**src/hw/rtl/zsbf_pkg.sv**
```systemverilog
// zsbf_pkg: shared types, constants and phase helpers of the zlib stored-block framer
// no dependencies

package zsbf_pkg;

	localparam logic [15:0] ZSBF_BLOCK_BYTES = 16'd65535;
	localparam logic [16:0] ADLER_MOD        = 17'd65521;
	localparam logic [7:0]  ZLIB_CMF         = 8'h78;
	localparam logic [7:0]  ZLIB_FLG         = 8'h01;
	localparam logic [7:0]  BFINAL_SET       = 8'h01;
	localparam logic [7:0]  BFINAL_CLEAR     = 8'h00;

	// position of the byte being sent within one item's burst
	typedef enum logic [11:0] {
		PH_HDR0  = 12'b0000_0000_0001,
		PH_HDR1  = 12'b0000_0000_0010,
		PH_FLAG  = 12'b0000_0000_0100,
		PH_LEN0  = 12'b0000_0000_1000,
		PH_LEN1  = 12'b0000_0001_0000,
		PH_NLEN0 = 12'b0000_0010_0000,
		PH_NLEN1 = 12'b0000_0100_0000,
		PH_DATA  = 12'b0000_1000_0000,
		PH_ADL3  = 12'b0001_0000_0000,
		PH_ADL2  = 12'b0010_0000_0000,
		PH_ADL1  = 12'b0100_0000_0000,
		PH_ADL0  = 12'b1000_0000_0000
	} phase_t;

	// everything one input item makes the framer emit
	typedef struct packed {
		logic        shdr;    // zlib stream header due
		logic        bhdr;    // stored block header due
		logic        bfinal;  // block header marks the final block
		logic [15:0] len;
		logic [7:0]  data;
		logic        trailer; // adler-32 trailer follows the data byte
		logic [15:0] adl_hi;
		logic [15:0] adl_lo;
	} burst_t;

	function automatic phase_t first_phase(burst_t b);
		phase_t ph;
		if (b.shdr)
			ph = PH_HDR0;
		else if (b.bhdr)
			ph = PH_FLAG;
		else
			ph = PH_DATA;
		return ph;
	endfunction

	function automatic phase_t next_phase(phase_t ph, burst_t b);
		phase_t nx;
		unique case (ph)
			PH_HDR0:  nx = PH_HDR1;
			PH_HDR1:  nx = b.bhdr ? PH_FLAG : PH_DATA;
			PH_FLAG:  nx = PH_LEN0;
			PH_LEN0:  nx = PH_LEN1;
			PH_LEN1:  nx = PH_NLEN0;
			PH_NLEN0: nx = PH_NLEN1;
			PH_NLEN1: nx = PH_DATA;
			PH_DATA:  nx = PH_ADL3;
			PH_ADL3:  nx = PH_ADL2;
			PH_ADL2:  nx = PH_ADL1;
			PH_ADL1:  nx = PH_ADL0;
			default:  nx = PH_HDR0;
		endcase
		return nx;
	endfunction

endpackage

```
**src/hw/rtl/zsbf_if.sv**
```systemverilog
// zsbf_if: valid/ready channel interfaces for the raw byte input and the zlib output
// no dependencies

interface zsbf_in_if;
	logic       valid;
	logic       ready;
	logic [7:0] data_byte;

	modport source (output valid, output data_byte, input ready);
	modport sink (input valid, input data_byte, output ready);
endinterface

interface zsbf_out_if;
	logic       valid;
	logic       ready;
	logic [7:0] out_byte;
	logic       run_last;
	logic       stream_end;

	modport source (output valid, output out_byte, output run_last, output stream_end,
		input ready);
	modport sink (input valid, input out_byte, input run_last, input stream_end,
		output ready);
endinterface

```
**src/hw/rtl/zlib_stored_block_framer.sv**
```systemverilog
// zlib_stored_block_framer: wraps raw bytes into a zlib stream of stored deflate blocks
// depends on zsbf_pkg and the channel interfaces in zsbf_if.sv

// One raw byte in, one to twelve stream bytes out, one output byte per cycle while the
// sink is ready. An accepted item is framed in the same cycle (stream header, block
// header, adler-32 update, trailer) and parked in a one-entry input stage; a sequencer
// stage then sends its bytes. Mid-block, input runs at one item per cycle when the output
// does not stall; an item opening the stream adds the stream and block headers, one
// opening a block mid-stream the block header, and the last byte of a stream the trailer,
// all paced by the single output byte lane. The input stage takes a new item while the
// previous burst is still being sent. The user writes total_length via cfg_wr_en and
// cfg_wr_data only while the block is idle, unchecked by the block; zero counts as one.

module zlib_stored_block_framer
	import zsbf_pkg::*;
#(
	parameter logic [15:0] BLOCK_BYTES = ZSBF_BLOCK_BYTES
) (
	input  logic         clk,
	input  logic         arst_n,
	input  logic         cfg_wr_en,
	input  logic [31:0]  cfg_wr_data,
	zsbf_in_if.sink      raw,
	zsbf_out_if.source   zstream
);

	// configuration and running stream state
	logic [31:0] total_len_q;
	logic [31:0] bytes_done_q;
	logic [15:0] blk_rem_q;
	logic [15:0] sum_lo_q;
	logic [15:0] sum_hi_q;

	// input stage: one framed item waiting for the sequencer
	logic   valid_s1;
	burst_t burst_s1;

	// sequencer stage: burst being sent
	logic   valid_s2;
	burst_t burst_s2;
	phase_t phase_s2;

	logic   in_acc;
	logic   out_acc;
	logic   last_s2;
	logic   load_s2;

	// framing logic for the item at the input
	logic [31:0] total;
	logic [31:0] owed;
	logic [15:0] len;
	logic        bhdr;
	logic        bfinal;
	logic [16:0] lo_sum;
	logic [15:0] lo_new;
	logic [16:0] hi_sum;
	logic [15:0] hi_new;
	logic [31:0] done_new;
	logic [15:0] rem_cur;
	logic        stream_done;
	burst_t      burst_new;

	always_comb begin
		total  = (total_len_q == 32'd0) ? 32'd1 : total_len_q;
		bhdr   = (blk_rem_q == 16'd0);
		// a length already reached at block start opens a final one-byte block
		owed   = (total > bytes_done_q) ? (total - bytes_done_q) : 32'd1;
		len    = (owed < {16'd0, BLOCK_BYTES}) ? owed[15:0] : BLOCK_BYTES;
		bfinal = ({16'd0, len} == owed);

		// adler-32, both sums stay below the modulus so one subtract suffices
		lo_sum = {1'b0, sum_lo_q} + {9'd0, raw.data_byte};
		lo_new = (lo_sum >= ADLER_MOD) ? 16'(lo_sum - ADLER_MOD) : lo_sum[15:0];
		hi_sum = {1'b0, sum_hi_q} + {1'b0, lo_new};
		hi_new = (hi_sum >= ADLER_MOD) ? 16'(hi_sum - ADLER_MOD) : hi_sum[15:0];

		done_new    = bytes_done_q + 32'd1;
		rem_cur     = bhdr ? len : blk_rem_q;
		// counter wrap also ends the stream
		stream_done = (done_new >= total) || (done_new == 32'd0);

		burst_new.shdr    = (bytes_done_q == 32'd0);
		burst_new.bhdr    = bhdr;
		burst_new.bfinal  = bfinal;
		burst_new.len     = len;
		burst_new.data    = raw.data_byte;
		burst_new.trailer = stream_done;
		burst_new.adl_hi  = hi_new;
		burst_new.adl_lo  = lo_new;
	end

	// handshakes
	assign last_s2   = (phase_s2 == PH_ADL0) || ((phase_s2 == PH_DATA) && !burst_s2.trailer);
	assign out_acc   = zstream.valid && zstream.ready;
	assign load_s2   = valid_s1 && (!valid_s2 || (out_acc && last_s2));
	assign raw.ready = !valid_s1 || load_s2;
	assign in_acc    = raw.valid && raw.ready;

	// stream state advances when the item is taken in
	always_ff @(posedge clk or negedge arst_n) begin
		if (!arst_n) begin
			total_len_q  <= 32'd1;
			bytes_done_q <= 32'd0;
			blk_rem_q    <= 16'd0;
			sum_lo_q     <= 16'd1;
			sum_hi_q     <= 16'd0;
		end else begin
			if (cfg_wr_en)
				total_len_q <= cfg_wr_data;
			if (in_acc) begin
				if (stream_done) begin
					// open block cut short, everything back to stream start
					bytes_done_q <= 32'd0;
					blk_rem_q    <= 16'd0;
					sum_lo_q     <= 16'd1;
					sum_hi_q     <= 16'd0;
				end else begin
					bytes_done_q <= done_new;
					blk_rem_q    <= rem_cur - 16'd1;
					sum_lo_q     <= lo_new;
					sum_hi_q     <= hi_new;
				end
			end
		end
	end

	// stage valids and sequencer phase
	always_ff @(posedge clk or negedge arst_n) begin
		if (!arst_n) begin
			valid_s1 <= 1'b0;
			valid_s2 <= 1'b0;
			phase_s2 <= PH_HDR0;
		end else begin
			if (in_acc)
				valid_s1 <= 1'b1;
			else if (load_s2)
				valid_s1 <= 1'b0;

			if (load_s2) begin
				valid_s2 <= 1'b1;
				phase_s2 <= first_phase(burst_s1);
			end else if (out_acc) begin
				if (last_s2)
					valid_s2 <= 1'b0;
				else
					phase_s2 <= next_phase(phase_s2, burst_s2);
			end
		end
	end

	// payload registers
	always_ff @(posedge clk) begin
		if (in_acc)
			burst_s1 <= burst_new;
		if (load_s2)
			burst_s2 <= burst_s1;
	end

	// output byte select
	logic [15:0] nlen_s2;
	assign nlen_s2 = ~burst_s2.len;

	always_comb begin
		case (phase_s2)
			PH_HDR0:  zstream.out_byte = ZLIB_CMF;
			PH_HDR1:  zstream.out_byte = ZLIB_FLG;
			PH_FLAG:  zstream.out_byte = burst_s2.bfinal ? BFINAL_SET : BFINAL_CLEAR;
			PH_LEN0:  zstream.out_byte = burst_s2.len[7:0];
			PH_LEN1:  zstream.out_byte = burst_s2.len[15:8];
			PH_NLEN0: zstream.out_byte = nlen_s2[7:0];
			PH_NLEN1: zstream.out_byte = nlen_s2[15:8];
			PH_DATA:  zstream.out_byte = burst_s2.data;
			PH_ADL3:  zstream.out_byte = burst_s2.adl_hi[15:8];
			PH_ADL2:  zstream.out_byte = burst_s2.adl_hi[7:0];
			PH_ADL1:  zstream.out_byte = burst_s2.adl_lo[15:8];
			PH_ADL0:  zstream.out_byte = burst_s2.adl_lo[7:0];
			default:  zstream.out_byte = burst_s2.data;
		endcase
	end

	assign zstream.valid      = valid_s2;
	assign zstream.run_last   = last_s2;
	assign zstream.stream_end = (phase_s2 == PH_ADL0);

`ifndef SYNTHESIS
	// adler sums never reach the modulus
	a_sums_reduced: assert property (@(posedge clk) disable iff (!arst_n)
		({1'b0, sum_lo_q} < ADLER_MOD) && ({1'b0, sum_hi_q} < ADLER_MOD))
		else $error("adler sum out of range");

	// a stalled output byte keeps its place in the burst
	a_stall_holds: assert property (@(posedge clk) disable iff (!arst_n)
		valid_s2 && !zstream.ready |=> valid_s2 && $stable(phase_s2))
		else $error("sequencer moved while stalled");

	// stream end is always the last byte of its item
	a_end_is_last: assert property (@(posedge clk) disable iff (!arst_n)
		zstream.valid && zstream.stream_end |-> zstream.run_last)
		else $error("stream end not on last byte");

	// a finished stream leaves the counters at stream start
	a_reset_after_end: assert property (@(posedge clk) disable iff (!arst_n)
		in_acc && stream_done |=> (bytes_done_q == 32'd0) && (blk_rem_q == 16'd0))
		else $error("counters not cleared after stream end");
`endif

endmodule
```
**src/flat_wrapper.sv**
```systemverilog
// flat-port wrapper written by rule: the top's interface ports become plain ports
module zlib_stored_block_framer_flat import zsbf_pkg::*;
#(
	parameter logic [15:0] BLOCK_BYTES = ZSBF_BLOCK_BYTES
)
  (clk, arst_n, cfg_wr_en, cfg_wr_data, raw_valid, raw_data_byte, raw_ready, zstream_valid, zstream_out_byte, zstream_run_last, zstream_stream_end, zstream_ready);
  zsbf_in_if raw_i ();
  zsbf_out_if zstream_i ();
  input  logic clk;
  input  logic arst_n;
  input  logic cfg_wr_en;
  input  logic [31:0] cfg_wr_data;
  input wire logic [$bits(raw_i.valid)-1:0] raw_valid;
  input wire logic [$bits(raw_i.data_byte)-1:0] raw_data_byte;
  output wire logic [$bits(raw_i.ready)-1:0] raw_ready;
  output wire logic [$bits(zstream_i.valid)-1:0] zstream_valid;
  output wire logic [$bits(zstream_i.out_byte)-1:0] zstream_out_byte;
  output wire logic [$bits(zstream_i.run_last)-1:0] zstream_run_last;
  output wire logic [$bits(zstream_i.stream_end)-1:0] zstream_stream_end;
  input wire logic [$bits(zstream_i.ready)-1:0] zstream_ready;
  assign raw_i.valid = raw_valid;
  assign raw_i.data_byte = raw_data_byte;
  assign raw_ready = raw_i.ready;
  assign zstream_valid = zstream_i.valid;
  assign zstream_out_byte = zstream_i.out_byte;
  assign zstream_run_last = zstream_i.run_last;
  assign zstream_stream_end = zstream_i.stream_end;
  assign zstream_i.ready = zstream_ready;
  zlib_stored_block_framer #(.BLOCK_BYTES(BLOCK_BYTES)) u_core (.clk(clk), .arst_n(arst_n), .cfg_wr_en(cfg_wr_en), .cfg_wr_data(cfg_wr_data), .raw(raw_i), .zstream(zstream_i));
endmodule
```
**config.mk**
```make
export PLATFORM = sky130hd
export DESIGN_NAME = zlib_stored_block_framer_flat
export DESIGN_NICKNAME = d
export VERILOG_FILES = /design/src/hw/rtl/zsbf_pkg.sv /design/src/hw/rtl/zsbf_if.sv /design/src/hw/rtl/zlib_stored_block_framer.sv /design/src/flat_wrapper.sv
export SDC_FILE = /design/constraint.sdc
export NUM_CORES = 1
export LEC_CHECK = 0
export BUFFER_PORTS_ARGS = -buffer_cell sky130_fd_sc_hd__clkbuf_2
export CAP_MARGIN = 20
export CORE_AREA = 5 5 203 205
export DETAILED_ROUTE_END_ITERATION = 12
export DIE_AREA = 0 0 208 210
export PLACE_DENSITY = 0.57
export REMOVE_ABC_BUFFERS = 1
export SYNTH_ARGS = -nofsm -noshare
export SYNTH_HDL_FRONTEND = slang
export SYNTH_SLANG_ARGS = --single-unit
```
**constraint.sdc**
```tcl
create_clock -name clk -period 8.65 [get_ports clk]
set_clock_uncertainty 0.1 [all_clocks]
set_input_delay 1.2975 -clock clk [delete_from_list [all_inputs] [get_ports clk]]
set_output_delay 1.2975 -clock clk [all_outputs]
set_load 0.01 [all_outputs]
```
## Word-level counts from Yosys, hierarchy flattened

Cells that the tools add are included.
Widths: inputs -> output; s select.

| storage, ports and cells | value |
|---|---|
| register bits | 245 |
| output and inout port bits | 12 |
| memories | 0 |
| bits in latches | 0 |
| bits in read-only memories | 0 |
| input port bits | 45 |
| word-level logic and storage cells | 95 |
| memory bits (writable) | 0 |

| cells by class | value |
|---|---|
| equal/unequal tests | 14 |
| $add $sub $neg | 7 |
| reduce and logical (&&, ||, !) cells | 21 |
| muxes and demuxes | 24 |
| shift-type cells | 0 |
| bitwise logic cells | 1 |
| $lt $le $gt $ge | 5 |
| $mul | 0 |
| div/mod/pow operators | 0 |

Operators by type and width:

| cell | count |
|---|---|
| $pmux 12 s11 | 1 |
| $mux 16 | 7 |
| $logic_not 32->1 | 3 |
| $mux 32 | 3 |
| $pmux 8 s11 | 1 |
| $mux 12 | 4 |
| $ge 17x16->1 const B | 2 |
| $add 32x1->32 const B | 1 |
| $eq 16x32->1 | 1 |
| $ge 32x32->1 | 1 |
| $gt 32x32->1 | 1 |
| $lt 32x16->1 const B | 1 |
| $sub 16x16->16 const B | 2 |
| $sub 32x32->32 | 1 |
| $add 16x16->17 | 1 |
| $add 16x8->17 | 1 |
| $logic_not 16->1 | 1 |
| $mux 8 | 2 |
| $not 16->16 | 1 |
| $sub 16x1->16 const B | 1 |
| $eq 12x1->1 const B | 1 |
| $eq 12x10->1 const B | 1 |
| $eq 12x11->1 const B | 1 |
| $eq 12x12->1 const B | 1 |
| other kinds (15) | 32 |

## Depth between registers and ports, before layout

| logic depth | value |
|---|---|
| depth after elaboration | 9 |
| depth in mapped cells | 30 |
| depth with buffers taken out | 28 |

## Least setup slack after synthesis

Ideal clock, no wire load.

| timing | value |
|---|---|
| kind | in2reg |
| from | input port raw_data_byte[0] |
| to | register u_core.sum_hi_q[9] |
| library setup time | 0.121 ns |
| setup slack | 0.861 ns |
| stages on the path | 27 |
| required time | 8.429 ns |
| path buffers | 1 |
| data arrival time | 7.568 ns |
| cell sequence | ha_1 > fa_1 > a21o_1 > a21oi_1 > o21bai_1 > a21o_1 > xnor2_1 > a211oi_1 > or4b_1 > o31ai_2 > o31a_1 > and2_1 > clkbuf_1 > maj3_1 > o21ai_0 > ha_1 > or3_1 > o32ai_1 > nor2_1 > a221oi_1 > xor2_1 > nor4_1 > a41oi_1 > or2_2 > nor2_1 > xnor2_1 > a22o_1 |

RTL lines:

| element | RTL line | source |
|---|---|---|
| from (decl) | flat_wrapper.sv:14 | `input wire logic [$bits(raw_i.data_byte)-1:0] raw_data_byte;` |
| to (signal assigned) | zlib_stored_block_framer.sv:121 | `sum_hi_q <= hi_new;` |
| to (decl) | zlib_stored_block_framer.sv:32 | `logic [15:0] sum_hi_q;` |

==> results.sh <==
export IMPL_fin_nets=1861
export IMPL_synth_edf_count=119
export IMPL_synth_mux_area_frac=0.00712
export IMPL_seqPwrFrac=0.291
export IMPL_p_comb_frac=0.484
export IMPL_cts_tree="done"
export IMPL_hold_path_depth=0
export IMPL_critical_path_startpoint_type="input pin"
export IMPL_drcViolationCount=0
export IMPL_min_period_over_period=0.901
export IMPL_synth_warnings=0
export IMPL_core_area_um2=39300
export IMPL_vias=12969
export IMPL_io_pins=57
export IMPL_antenna_found_initial=1
export IMPL_maxSlewViolCount=0
export IMPL_cellLeakagePower_nw=7.06
export IMPL_ant_nets=0
export IMPL_setup_viol=0
export IMPL_post_cts_resized=0
export IMPL_cts_setup_buffers=0
export IMPL_area_growth_synth_to_final_pct=10.7
export IMPL_synthCells=1712
export IMPL_endpoint_kind="register"
export IMPL_worstPathArrival_ns=8.15
export IMPL_hold_viol_final=0
export IMPL_switching_share=0.424
export IMPL_dpl_hpwl_um=32100
export IMPL_final_cells=2268
export IMPL_final_common_cell="nand2_1"
export IMPL_ys_ff_latch=245
export IMPL_final_cell_mix="174 x nand2_1, 125 x o21ai_0, 123 x dfrtp_1"
export IMPL_final_min_clock_period_ns=7.80
export IMPL_post_route_util=0.445
export IMPL_post_drt_wl_per_cell_um=19.2
export IMPL_ys_seq_area_frac=0.426
export IMPL_clk_path_buf_depth=3
export IMPL_rsz0062_at_grt="false"
export IMPL_clock_fmax_mhz=128
export IMPL_intPower_mw=3.23
export IMPL_power_net_switching_mw=2.38
export IMPL_antenna_cells=0
export IMPL_die_area_um2=43700
export IMPL_crit_path_top_delay_cell="or4b_1"
export IMPL_die_w_um=208
export IMPL_num_rows=73
export IMPL_place_gp_congestion=0.903
export IMPL_drv_cap=0
export IMPL_grt_pass1_vias=12651
export IMPL_status="completed"
export IMPL_synth_xor_xnor_area_share=0.0571
export IMPL_postPlaceCellArea_um2=16500
export IMPL_dieHeight_um=210
export IMPL_synth_simple_gate_area_share=0.183
export IMPL_cpPeakStageDelay_ns=0.48
export IMPL_grt_overflow=0
export IMPL_tightest_slew_ns=0.984
export IMPL_vias_per_cell=5.72
export IMPL_rr_worst_depth=28
export IMPL_h_tree_depth=1
export IMPL_cts_sinks=245
export IMPL_p_per_area_nw_per_um2=321
export IMPL_max_slew_margin_rel=0.327
export IMPL_hold_buffers=0
export IMPL_path_class="in2reg"
export IMPL_drive_gt1_frac=0.0947
export IMPL_start_util=0.402
export IMPL_dp_cells=2213
export IMPL_drtIter0Drc=1055
export IMPL_holdCritPathClass="reg2reg"
export IMPL_yosys_area_share_adder=0.0787
export IMPL_grt_max_degree=78
export IMPL_synth_flop_cell="dfrtp_1"
export IMPL_cp_required_ns=9.00
export IMPL_cts_buffers=29
export IMPL_syn_area_um2=15800
export IMPL_ys_async_sr_fraction=0.514
export IMPL_clock_latency_ns=0.57
export IMPL_track_usage=0.195
export IMPL_final_area_um2=17500
export IMPL_drt_first_pass_iters=5
export IMPL_synth_cell_types=97
export IMPL_synth_top_family_by_area="compound AO/OA/AOI/OAI gates"
export IMPL_clock_power_share=0.226
export IMPL_worstPathMaxFanout=10
export IMPL_setup_tns_ns=0
export IMPL_syn_area_per_cell_um2=9.23
export IMPL_cts_clk_slew_worst_paths_ns=0.06
export IMPL_port_buffers=56
export IMPL_synth_compound_area_frac=0.197
export IMPL_vdd_drop_max_v=0.000198
export IMPL_cts_root_buf="clkbuf_16"
export IMPL_wl_um=43600
export IMPL_grt_pass1_wl_um=70100
## cell usage after synthesis (all sizes together), types with 19 or more instances
library cell | number | area share
a31oi | 27 | 0.011
o21ai | 131 | 0.041
xnor2 | 71 | 0.039
inv | 108 | 0.026
a22o | 25 | 0.014
o31ai | 19 | 0.010
nand3 | 64 | 0.020
ha | 93 | 0.074
nand4 | 31 | 0.012
nand2 | 176 | 0.042
nor4 | 28 | 0.012
nor2 | 109 | 0.026
xor2 | 32 | 0.018
dfrtp | 123 | 0.19
edfxtp | 119 | 0.23
clkbuf | 86 | 0.021
a21oi | 119 | 0.038
nor3 | 37 | 0.012
a21o | 44 | 0.021
## cell families after synthesis
| kind of cell | after synthesis |
|---|---|
| buffers and inverters | 211 |
| muxes | 11 |
| xor gates and xnor gates | 103 |
| DFF | 245 |
| AOI/OAI and AO/OA | 476 |
| adders and majority gates | 98 |
| and+or+nand+nor | 568 |
## path summary, 6_finish.rpt
| path | from | slack, ns | endpoint |
|---|---|---|---|
| max | raw_data_byte[0] | 0.85 | u_core.sum_hi_q[9] |
| min | u_core.burst_s1[52] | 0.31 | u_core.burst_s2[52] |
| max reg2reg | u_core.sum_lo_q[0] | 1.34 | u_core.sum_hi_q[9] |
| min reg2reg | u_core.burst_s1[52] | 0.31 | u_core.burst_s2[52] |
| max in group asynchronous | arst_n | 6.50 | u_core.bytes_done_q[12] |
| min in group asynchronous | arst_n | 0.67 | u_core.blk_rem_q[0] |
## per-layer routing
metal / up-vias / global-route usage / part of all wire
met5: - / 0 / 0
met4: 0 / 0.0564 / 0.027
met3: 77 / 0.0228 / 0.051
met2: 390 / 0.320 / 0.46
met1: 6242 / 0.276 / 0.47
li1: 6260 / - / -
## per-stage QoR
step	power, mW	hold slack, ns	setup WS, ns
3_5_place_dp	4.33	0.305	0.242
2_1_floorplan	3.58	0.300	0.968
6_report	5.61	0.314	0.854
3_3_place_gp	4.30	0.301	0.450
5_1_grt	6.01	0.322	0.232
4_1_cts	5.62	0.313	0.852
## registers in the layout (all words and copies together) (netlist names)
register	count
u_core.total_len_q	32
u_core.burst_s2	59
u_core.blk_rem_q	16
u_core.sum_lo_q	16
u_core.zstream.valid	1
u_core.valid_s1	1
u_core.bytes_done_q	32
u_core.phase_s2	12
u_core.burst_s1	60
u_core.sum_hi_q	16
## worst max-delay path: cells and delay by family
kind | cells | cell delay, ns
xor+xnor | 3 | 0.51
buf+inv | 3 | 0.51
simple gates | 7 | 1.98
fa+ha+maj | 4 | 1.08
compound gates | 12 | 2.76
## layout make-up
cell class	count	area [um^2]
fillers	3840	21800
multi-input cells	1256	8270
flip-flops and latches	245	6730
clock buffers	35	768
well taps	525	657
repair buffers	77	442
inverters	111	419
clock inverters	19	213
## power by group through the flow
stage	clock [mW]	sequential [mW]	combinational [mW]
4_1_cts	1.30	1.63	2.70
3_5_place_dp	0	1.65	2.68
6_report	1.27	1.63	2.71
5_1_grt	1.35	1.65	3.01
2_1_floorplan	0	1.59	1.99
3_3_place_gp	0	1.65	2.66
(Power assumes the default switching activity.)
